`config.mk`:
```
export PLATFORM = sky130hd
export DESIGN_NAME = rom_bank_mapper_with_logo_unlock
export DESIGN_NICKNAME = d
export VERILOG_FILES = /design/src/rbm_pkg.sv /design/src/rbm_core.sv /design/src/rom_bank_mapper_with_logo_unlock.sv
export SDC_FILE = /design/constraint.sdc
export NUM_CORES = 1
export LEC_CHECK = 0
export BUFFER_PORTS_ARGS = -buffer_cell sky130_fd_sc_hd__clkbuf_2
export CAP_MARGIN = 20
export CORE_UTILIZATION = 45
export CTS_CLUSTER_DIAMETER = 40
export DETAILED_ROUTE_END_ITERATION = 6
export GPL_ROUTABILITY_DRIVEN = 0
export GPL_TIMING_DRIVEN = 0
export PLACE_DENSITY = 0.72
export SYNTH_ARGS = -nofsm -noshare
export SYNTH_HDL_FRONTEND = slang
export SYNTH_SLANG_ARGS = --single-unit
```
`constraint.sdc`:
```
create_clock -name clk_i -period 2.7 [get_ports clk_i]
set_input_delay 0.135 -clock clk_i [delete_from_list [all_inputs] [get_ports clk_i]]
set_output_delay 0.135 -clock clk_i [all_outputs]
set_load 0.02 [all_outputs]
```
`src/rbm_pkg.sv`:
```
`default_nettype none

package rbm_pkg;

  // Address width kept on the ROM side and the length of the unlock sequence
  localparam int unsigned AddrBits  = 22;
  localparam int unsigned RomAddrW  = 22;
  localparam int unsigned CountW    = 6;
  localparam logic [CountW-1:0] UnlockLen = CountW'(48);

  localparam logic [RomAddrW-1:0] AddrLimit =
      (AddrBits >= RomAddrW) ? {RomAddrW{1'b1}}
                             : RomAddrW'((64'd1 << AddrBits) - 64'd1);

  // Bus address map
  localparam logic [15:0] RomEnd      = 16'h8000;
  localparam logic [15:0] SwitchBase  = 16'h4000;
  localparam logic [15:0] InnerReg    = 16'h3F00;
  localparam logic [15:0] OuterReg    = 16'h3FC0;
  localparam logic [15:0] WramFirst   = 16'hC000;
  localparam logic [15:0] WramLast    = 16'hDFFF;
  localparam logic [15:0] LogoFirst   = 16'h0104;
  localparam logic [15:0] LogoEnd     = 16'h0134;

  // Configuration register indexes
  localparam logic CFG_ROM_MASK  = 1'b0;
  localparam logic CFG_BOOTSTRAP = 1'b1;

  typedef enum logic [1:0] {
    ACT_READ   = 2'd0,
    ACT_WRITE  = 2'd1,
    ACT_NOTICE = 2'd2
  } action_e;

  typedef enum logic [1:0] {
    LOCK_DMG  = 2'd0,
    LOCK_CGB  = 2'd1,
    LOCK_OPEN = 2'd2
  } lock_mode_e;

  typedef struct packed {
    logic [1:0]  action;
    logic [15:0] address;
    logic [7:0]  write_data;
  } item_t;

  typedef struct packed {
    logic                rom_selected;
    logic [RomAddrW-1:0] rom_address;
    logic [7:0]          data_xor;
    logic [1:0]          lock_mode;
  } result_t;

  // XOR pattern over the header logo area
  function automatic logic [7:0] logo_xor(input logic [5:0] idx);
    logic [7:0] v;
    case (idx)
      6'd0:  v = 8'hdf;  6'd1:  v = 8'hce;  6'd2:  v = 8'h97;  6'd3:  v = 8'h78;
      6'd4:  v = 8'hcd;  6'd5:  v = 8'h2f;  6'd6:  v = 8'hf0;  6'd7:  v = 8'h0b;
      6'd8:  v = 8'h0b;  6'd9:  v = 8'hea;  6'd10: v = 8'h78;  6'd11: v = 8'h83;
      6'd12: v = 8'h08;  6'd13: v = 8'h1d;  6'd14: v = 8'h9a;  6'd15: v = 8'h45;
      6'd16: v = 8'h11;  6'd17: v = 8'h2b;  6'd18: v = 8'he1;  6'd19: v = 8'h11;
      6'd20: v = 8'hf8;  6'd21: v = 8'h88;  6'd22: v = 8'hf8;  6'd23: v = 8'h8e;
      6'd24: v = 8'hfe;  6'd25: v = 8'h88;  6'd26: v = 8'h2a;  6'd27: v = 8'hc4;
      6'd28: v = 8'hff;  6'd29: v = 8'hfc;  6'd30: v = 8'hd9;  6'd31: v = 8'h87;
      6'd32: v = 8'h22;  6'd33: v = 8'hab;  6'd34: v = 8'h67;  6'd35: v = 8'h7d;
      6'd36: v = 8'h77;  6'd37: v = 8'h2c;  6'd38: v = 8'ha8;  6'd39: v = 8'hee;
      6'd40: v = 8'hff;  6'd41: v = 8'h9b;  6'd42: v = 8'h99;  6'd43: v = 8'h91;
      6'd44: v = 8'haa;  6'd45: v = 8'h9b;  6'd46: v = 8'h33;  6'd47: v = 8'h3e;
      default: v = 8'h00;
    endcase
    return v;
  endfunction

endpackage

`default_nettype wire

```
`src/rbm_core.sv`:
```
`default_nettype none

// Mapper state, configuration and the single-pass result logic.
module rbm_core (
  input  wire logic                       clk_i,
  input  wire logic                       rst_ni,
  input  wire logic                       cfg_we_i,
  input  wire logic                       cfg_index_i,
  input  wire logic [rbm_pkg::RomAddrW-1:0] cfg_data_i,
  input  wire logic                       fire_i,
  input  wire rbm_pkg::item_t             item_i,
  output rbm_pkg::result_t                res_o
);

  logic [rbm_pkg::RomAddrW-1:0] rom_mask_q;
  logic [7:0]                   inner_q, inner_d;
  logic [7:0]                   outer_q, outer_d;
  rbm_pkg::lock_mode_e          lock_q, lock_d;
  logic [rbm_pkg::CountW-1:0]   count_q, count_d;

  logic [rbm_pkg::CountW-1:0]   count_a;
  logic [7:0]                   bank;
  logic [rbm_pkg::RomAddrW-1:0] base;
  logic [5:0]                   logo_off;

  always_comb begin
    inner_d  = inner_q;
    outer_d  = outer_q;
    lock_d   = lock_q;
    count_d  = count_q;
    count_a  = count_q;
    bank     = outer_q;
    base     = '0;
    logo_off = item_i.address[5:0] - rbm_pkg::LogoFirst[5:0];
    res_o    = '0;

    unique case (item_i.action)
      rbm_pkg::ACT_READ: begin
        if (item_i.address < rbm_pkg::RomEnd) begin
          // unlock step: fire the mode change when the count is full
          if (count_q == rbm_pkg::UnlockLen) begin
            if (lock_q == rbm_pkg::LOCK_DMG) begin
              lock_d  = rbm_pkg::LOCK_CGB;
              count_a = '0;
            end else if (lock_q == rbm_pkg::LOCK_CGB) begin
              lock_d  = rbm_pkg::LOCK_OPEN;
            end
          end
          count_d = (count_a == rbm_pkg::UnlockLen) ? count_a : count_a + 1'b1;

          bank = (item_i.address < rbm_pkg::SwitchBase) ? outer_q : (outer_q | inner_q);
          base = {bank, 14'b0} & rom_mask_q;
          res_o.rom_selected = 1'b1;
          res_o.rom_address  = (base + {8'b0, item_i.address[13:0]}) & rbm_pkg::AddrLimit;
          if (lock_d == rbm_pkg::LOCK_CGB && item_i.address >= rbm_pkg::LogoFirst &&
              item_i.address < rbm_pkg::LogoEnd) begin
            res_o.data_xor = rbm_pkg::logo_xor(logo_off);
          end
        end
      end
      rbm_pkg::ACT_WRITE: begin
        if (item_i.address == rbm_pkg::InnerReg) begin
          inner_d = (item_i.write_data != 8'd0) ? item_i.write_data : 8'd1;
        end else if (item_i.address == rbm_pkg::OuterReg) begin
          outer_d = {item_i.write_data[3:0], 4'b0};
        end
      end
      rbm_pkg::ACT_NOTICE: begin
        if (lock_q == rbm_pkg::LOCK_DMG && item_i.address >= rbm_pkg::WramFirst &&
            item_i.address <= rbm_pkg::WramLast) begin
          lock_d  = rbm_pkg::LOCK_CGB;
          count_d = '0;
        end
      end
      default: begin
      end
    endcase

    res_o.lock_mode = lock_d;
  end

  always_ff @(posedge clk_i or negedge rst_ni) begin
    if (!rst_ni) begin
      rom_mask_q <= '1;
      inner_q    <= 8'd1;
      outer_q    <= 8'd0;
      lock_q     <= rbm_pkg::LOCK_DMG;
      count_q    <= '0;
    end else if (cfg_we_i) begin
      unique case (cfg_index_i)
        rbm_pkg::CFG_ROM_MASK: begin
          rom_mask_q <= cfg_data_i;
        end
        rbm_pkg::CFG_BOOTSTRAP: begin
          lock_q  <= cfg_data_i[0] ? rbm_pkg::LOCK_DMG : rbm_pkg::LOCK_OPEN;
          count_q <= '0;
        end
      endcase
    end else if (fire_i) begin
      inner_q <= inner_d;
      outer_q <= outer_d;
      lock_q  <= lock_d;
      count_q <= count_d;
    end
  end

endmodule

`default_nettype wire

```
`src/rom_bank_mapper_with_logo_unlock.sv`:
```
`default_nettype none

// Channel   Direction  Handshake              Payload
// input     in         in_valid_i/in_stall_o  action_i, address_i, write_data_i
// result    out        out_valid_o/out_stall_i rom_selected_o, rom_address_o,
//                                              data_xor_o, lock_mode_o
// config    in         cfg_we_i (no wait)     cfg_index_i, cfg_data_i
//
// One transfer per cycle while the result side is not stalled; a result passes through
// the input register, then the result register, before it is valid.
// The mapper state updates as an item moves from the input register into the
// result register, so items see the state in strict arrival order.
// Reset restores bank 1 / outer bank 0, full ROM mask and locked-DMG mode.
// A stall on the result side holds a full result register and a full input register; the input side stalls only
// when both are full and the result is stalled.
module rom_bank_mapper_with_logo_unlock (
  input  wire logic        clk_i,
  input  wire logic        rst_ni,

  input  wire logic        in_valid_i,
  output logic             in_stall_o,
  input  wire logic [1:0]  action_i,
  input  wire logic [15:0] address_i,
  input  wire logic [7:0]  write_data_i,

  output logic             out_valid_o,
  input  wire logic        out_stall_i,
  output logic             rom_selected_o,
  output logic [21:0]      rom_address_o,
  output logic [7:0]       data_xor_o,
  output logic [1:0]       lock_mode_o,

  input  wire logic        cfg_we_i,
  input  wire logic        cfg_index_i,
  input  wire logic [21:0] cfg_data_i
);

  logic             s1_valid_q;
  rbm_pkg::item_t   s1_item_q;
  logic             res_valid_q;
  rbm_pkg::result_t res_q;
  rbm_pkg::result_t res_d;

  logic adv_res;   // result register may load
  logic adv_in;    // input register may load

  assign adv_res    = !res_valid_q || !out_stall_i;
  assign adv_in     = !s1_valid_q || adv_res;
  assign in_stall_o = !adv_in;

  // Compute the result and commit the state when the item leaves the input register
  rbm_core u_core (
    .clk_i      (clk_i),
    .rst_ni     (rst_ni),
    .cfg_we_i   (cfg_we_i),
    .cfg_index_i(cfg_index_i),
    .cfg_data_i (cfg_data_i),
    .fire_i     (s1_valid_q && adv_res),
    .item_i     (s1_item_q),
    .res_o      (res_d)
  );

  always_ff @(posedge clk_i or negedge rst_ni) begin
    if (!rst_ni) begin
      s1_valid_q  <= 1'b0;
      res_valid_q <= 1'b0;
    end else begin
      if (adv_in) begin
        s1_valid_q <= in_valid_i;
      end
      if (adv_res) begin
        res_valid_q <= s1_valid_q;
      end
    end
  end

  // Payload registers: hold while stalled, no reset needed
  always_ff @(posedge clk_i) begin
    if (adv_in && in_valid_i) begin
      s1_item_q.action     <= action_i;
      s1_item_q.address    <= address_i;
      s1_item_q.write_data <= write_data_i;
    end
    if (adv_res && s1_valid_q) begin
      res_q <= res_d;
    end
  end

  assign out_valid_o    = res_valid_q;
  assign rom_selected_o = res_q.rom_selected;
  assign rom_address_o  = res_q.rom_address;
  assign data_xor_o     = res_q.data_xor;
  assign lock_mode_o    = res_q.lock_mode;

endmodule

`default_nettype wire
```
### Word-level counts from Yosys, hierarchy flattened

Memories as Yosys holds them, arrays and structs flattened.
Index checks and enable logic that the tools add are counted.
Widths: inputs -> output; s select.

| word-level totals | value |
|---|---|
| bits in read-only memories | 512 |
| memories kept | 1 |
| logic and storage cells | 91 |
| register bits | 103 |

Memory list:

| memory | words | width | read ports | clocked after Yosys merged registers in | wr ports | line | source |
|---|---|---|---|---|---|---|---|
| (name not given) | 64 | 8 | 1 | 0 | 0 | rbm_pkg.sv:57 | `case (idx)` |

| cells by class | value |
|---|---|
| mux-type cells | 27 |
| add/subtract/negate cells | 3 |
| bitwise operators | 5 |
| reductions and logical operators | 24 |
| equal/unequal tests | 11 |
| $lt $le $gt $ge | 6 |

Operators by type and width:

| operator | number |
|---|---|
| $mux 6 | 10 |
| $eq 16x14->1 const B | 2 |
| $mux 31 | 1 |
| $mux 8 | 3 |
| $add 22x14->22 | 1 |
| $and 22x22->22 | 1 |
| $mux 2 | 11 |
| $ge 16x16->1 const B | 1 |
| $ge 16x9->1 const B | 1 |
| $le 16x16->1 const B | 1 |
| $lt 16x15->1 const B | 1 |
| $lt 16x16->1 const B | 1 |
| $lt 16x9->1 const B | 1 |
| $eq 6x6->1 const B | 2 |
| $pmux 6 s2 | 1 |
| $reduce_and 5->1 | 2 |
| $or 8x8->8 | 1 |
| $reduce_bool 8->1 | 1 |
| $add 6x1->6 const B | 1 |
| $eq 2x1->1 const B | 3 |
| $logic_and 1x1->1 | 6 |
| $ne 3x2->1 const B | 2 |
| $reduce_and 2->1 | 3 |
| $sub 6x3->6 const B | 1 |
| other kinds (11) | 18 |

### Depth between registers and ports, before layout

| logic depth | value |
|---|---|
| word-level depth | 11 |
| mapped depth | 10 |
| depth with buffers taken out | 7 |

### Modules after synthesis

Synthesis repeated with hierarchy kept, for this count alone.

| unflattened totals | value |
|---|---|
| cell total of the unflattened synthesis | 387 |
| area, all modules | 4,440.5 µm² |

By module, submodules not included:

| module | cells an instance | instances | area each (µm²) |
|---|---|---|---|
| rbm_core | 320 | 1 | 2,576.2 |
| rom_bank_mapper_with_logo_unlock | 67 | 1 | 1,864.3 |

### Worst setup path after synthesis

OpenSTA, ideal clock, no wires.

| timing path | value |
|---|---|
| kind | register to register |
| from | reg res_valid_q (netlist: out_valid_o) |
| to | reg u_core.inner_q[7] |
| library setup time | 0.128 ns |
| cell stages (with the launch flop) | 6 |
| data arrival time | 2.223 ns |
| setup slack | 0.350 ns |
| path buffers | 0 |
| cells stage by stage | dfrtp_1 -> a21boi_4 -> nand2_2 -> nor4_4 -> nand2_2 -> mux2_1 |

| on the way | value |
|---|---|
| word-level cells in the longest chain between the ends | 4 |

Ends and longest elaborated chain:

| element | line | source |
|---|---|---|
| from (decl) | rom_bank_mapper_with_logo_unlock.sv:40 | `logic res_valid_q;` |
| from (signal assigned) | rom_bank_mapper_with_logo_unlock.sv:72 | `res_valid_q <= s1_valid_q;` |
| $logic_not 1->1 | rom_bank_mapper_with_logo_unlock.sv:47 | `assign adv_res = !res_valid_q \|\| !out_stall_i;` |
| $logic_or 1x1->1 | rom_bank_mapper_with_logo_unlock.sv:47 |  |
| $logic_and 1x1->1 | rom_bank_mapper_with_logo_unlock.sv:58 | `.fire_i (s1_valid_q && adv_res),` |
| net u_core.fire_i | rbm_core.sv:10 | `input wire logic fire_i,` |
| $reduce_and 4->1 (no source line) | n/a |  |
| to (signal assigned) | rbm_core.sv:100 | `inner_q <= inner_d;` |
| to (decl) | rbm_core.sv:16 | `logic [7:0] inner_q, inner_d;` |

The timed path passes the listed nets, and every way through them passes these cells.
A chain may end at the register's enable or synchronous reset.

### Worst setup path in the final report

| timing path | value |
|---|---|
| from | reg s1_item_q[8] (netlist name) |
| to | reg res_q, in the netlist data_xor_o[1] (data pin) |

| on the way | value |
|---|---|
| word-level cells in the longest chain between the ends | 4 |

Ends and longest elaborated chain:

| element | line | source |
|---|---|---|
| from (decl) | rom_bank_mapper_with_logo_unlock.sv:39 | `rbm_pkg::item_t s1_item_q;` |
| branches (longest 4 deep; another with $mem_v2 64x8) | n/a |  |
| to (signal assigned) | rom_bank_mapper_with_logo_unlock.sv:85 | `res_q <= res_d;` |
| to (decl) | rom_bank_mapper_with_logo_unlock.sv:41 | `rbm_pkg::result_t res_q;` |

Parallel ways; which one is timed is not known.

==> reports/results.txt <==
status: complete, no violations
RSZ-0062 raised after global routing: no
fin nets: 536
fraction of the yosys area taken by sequential cells: 59.4%
core area: 9200 um2
critical path startpoint category: flop
Final period util: 93.6%
Synthesized Nets: 417
setup bufs post-CTS: 0
CTS resizes: 0
TritonCTS clock tree: done
Worst EP arrival: 2600 ps
Final HPWL DP: 6.70 mm
max-cap check violation count: 0
1st-pass router iterations: 5
post-route ant nets: 0
met1 GRT Util: 28.2%
count leader, synth: edfxtp_1
clock root buffer: clkbuf_8
CTS sink cnt: 89
clk_lat worst skew: 350 ps
worst slew pin tran: 896 ps
peak supply drop: 298 uV
DRC violations left: 0
number of synthesized flops with an enable pin: 59
fin crit period: 2530 ps
vias in the first global route: 3095
kind of critical path: flop to flop
endpoints failing setup: 0
global-route wire length before repair: 15.3 mm
pwr dens: 553 nW/um2
vias per inst: 5.57
htree depth: 3
Most Crowded Layer GR: met2
final setup TNS: 0 ps
FMAX: 396 MHz
CP endpoint kind: flop
Synth-to-Final Area Change: 24.6%
initial core utilization: 46.4%
IO Pins: 89
Die W: 99.3 um
DRT iter0 DRCs: 279
Die Ht: 99.3 um
Clock Skew: 7.68 ps
Vias: 3278
PortBufs: 75
diodes inserted: 0
post-synth top area share: 41.5%
drt total wl: 9.50 mm
pin count of the biggest net entering global routing: 31
Die ar.: 9870 um2
grt ovf: 0
endpoints failing hold: 0
flop and latch count out of synthesis: 89
met2 Use GR: 31.8%
Row Count: 35
Overall Global Routing Usage: 20.1%
top_reg_cell synth: edfxtp_1
ys async rst share: 33.7%
Synth area leaders: edfxtp_1 42%, dfrtp_1 12%, dfstp_2 5.5%
fraction of layout cells with a size suffix above 1: 29.4%
CTS clk-pin slew, worst paths: 90 ps
initial antenna violation count: 0
leakage power: 2.24 nW
Netlist cell types: 57
Clock Path Buffers: 2
wire per inst: 16.1 um
Mapped Area: 4260 um2
yosys warns: 0
M3 GR Usage: 4.01%
CP required: 2780 ps
Mapped Cells: 353
top fanout value on the critical path: 11
final slew viol count: 0
final instance area: 5320 um2
list of most frequent post-synthesis cells: 59 x edfxtp_1, 29 x nand2_1, 23 x nor2_1, 22 x o21ai_0, 21 x dfrtp_1
Min-Delay Path Class: primary input to flop
area leader, netlist: edfxtp_1
Slew headroom: 40.1%
CTS buffer count: 9
Placed Area: 4800 um2
mean post-synth cell area: 12.1 um2
[cells by family (layout without fill, tap and decap cells)]
| kind of cell | count (synthesis) | in the layout | share of synthesized area (%) |
|---|---|---|---|
| and+or+nand+nor | 119 | 119 | 14.8 |
| DFF | 89 | 89 | 59.4 |
| AOI/OAI and AO/OA | 80 | 80 | 12.3 |
| buffers and inverters | 24 | 148 | 2.41 |
| muxes | 23 | 23 | 6.54 |
| adders and majority gates | 10 | 10 | 2.93 |
| xor gates and xnor gates | 8 | 8 | 1.64 |
[critical path, stage by stage (launching register included)]
cell	delay [ps]
edfxtp_1	590
inv_1	180
ha_1	360
or2_2	350
mux4_2	480
a22oi_1	190
a21oi_1	90
[report_power, final]
group | switching, W | total [W] | internal, W
clock network | 0.000489 | 0.000835 | 0.000346
registers | 0.0000497 | 0.00161 | 0.00156
logic | 0.000288 | 0.000490 | 0.000201
[flip-flops by register name, indices dropped and copies added (netlist names)]
signal,count
s1_item_q,26
rom_address_o,22
data_xor_o,8
u_core.inner_q,8
u_core.rom_mask_q,8
u_core.count_q,6
u_core.outer_q,4
lock_mode_o,2
u_core.lock_q,2
out_valid_o,1
rom_selected_o,1
s1_valid_q,1
[final timing paths]
kind                              startpoint                     to  slack [ps]  depth (start not counted)
setup / recovery                s1_item_q[8]          data_xor_o[1]         170                          6
hold / removal                cfg_data_i[19]  u_core.rom_mask_q[19]          20                          2
setup reg to reg                s1_item_q[8]          data_xor_o[1]         170                          6
hold reg to reg            u_core.inner_q[0]      u_core.inner_q[0]         470                          2
max in group asynchronous             rst_ni      u_core.count_q[0]        1800                          2
min in group asynchronous             rst_ni      u_core.inner_q[3]         400                          2
[metrics by stage]
stage          utilization (%)  setup WS (ps)  power [W]  hold WS [ps]  cells
6_report                  57.8            174    0.00294          16.7    588
5_1_grt                   57.8           34.6    0.00306          1.74    588
4_1_cts                   57.3            209    0.00295          4.65    585
3_5_place_dp              52.2            224    0.00208           248    540
3_3_place_gp              52.0           31.2    0.00206           239    539
2_1_floorplan                -            350    0.00192          -161    353
[cell type report]
type,count,area [um2]
clock buffers,10,128
well taps,111,139
inverters,12,45.0
multi-input cells,240,1630
fillers,736,3880
repair buffers,108,733
plain buffers,12,57.6
flip-flops and latches,89,2530
clock inverters,6,51.3
[timing repair]
action / 4_1_cts / 5_1_grt
hold buffers: 29 / 2
hold endpoints to repair: 49 / 2
setup endpoints to repair: 0 / 0
[layout by cell type (no fill, tap or decap), types with 17 or more instances in the layout]
master / count
o21ai_0: 22
mux2_2: 18
nor2_1: 23
edfxtp_1: 59
and2_1: 17
nand2_1: 29
a21oi_1: 20
clkbuf_2: 75
dfrtp_1: 21
dlygate4sd3_1: 31
[per-layer routing]
metal	part of all wire [%]	wire (um)	vias to the layer above
met5	0	0	-
met4	1.3	123	0
met3	7.3	694	16
met2	46	4380	177
li1	-	-	1546
met1	45	4300	1539
Power figures use the tool's default switching activity.
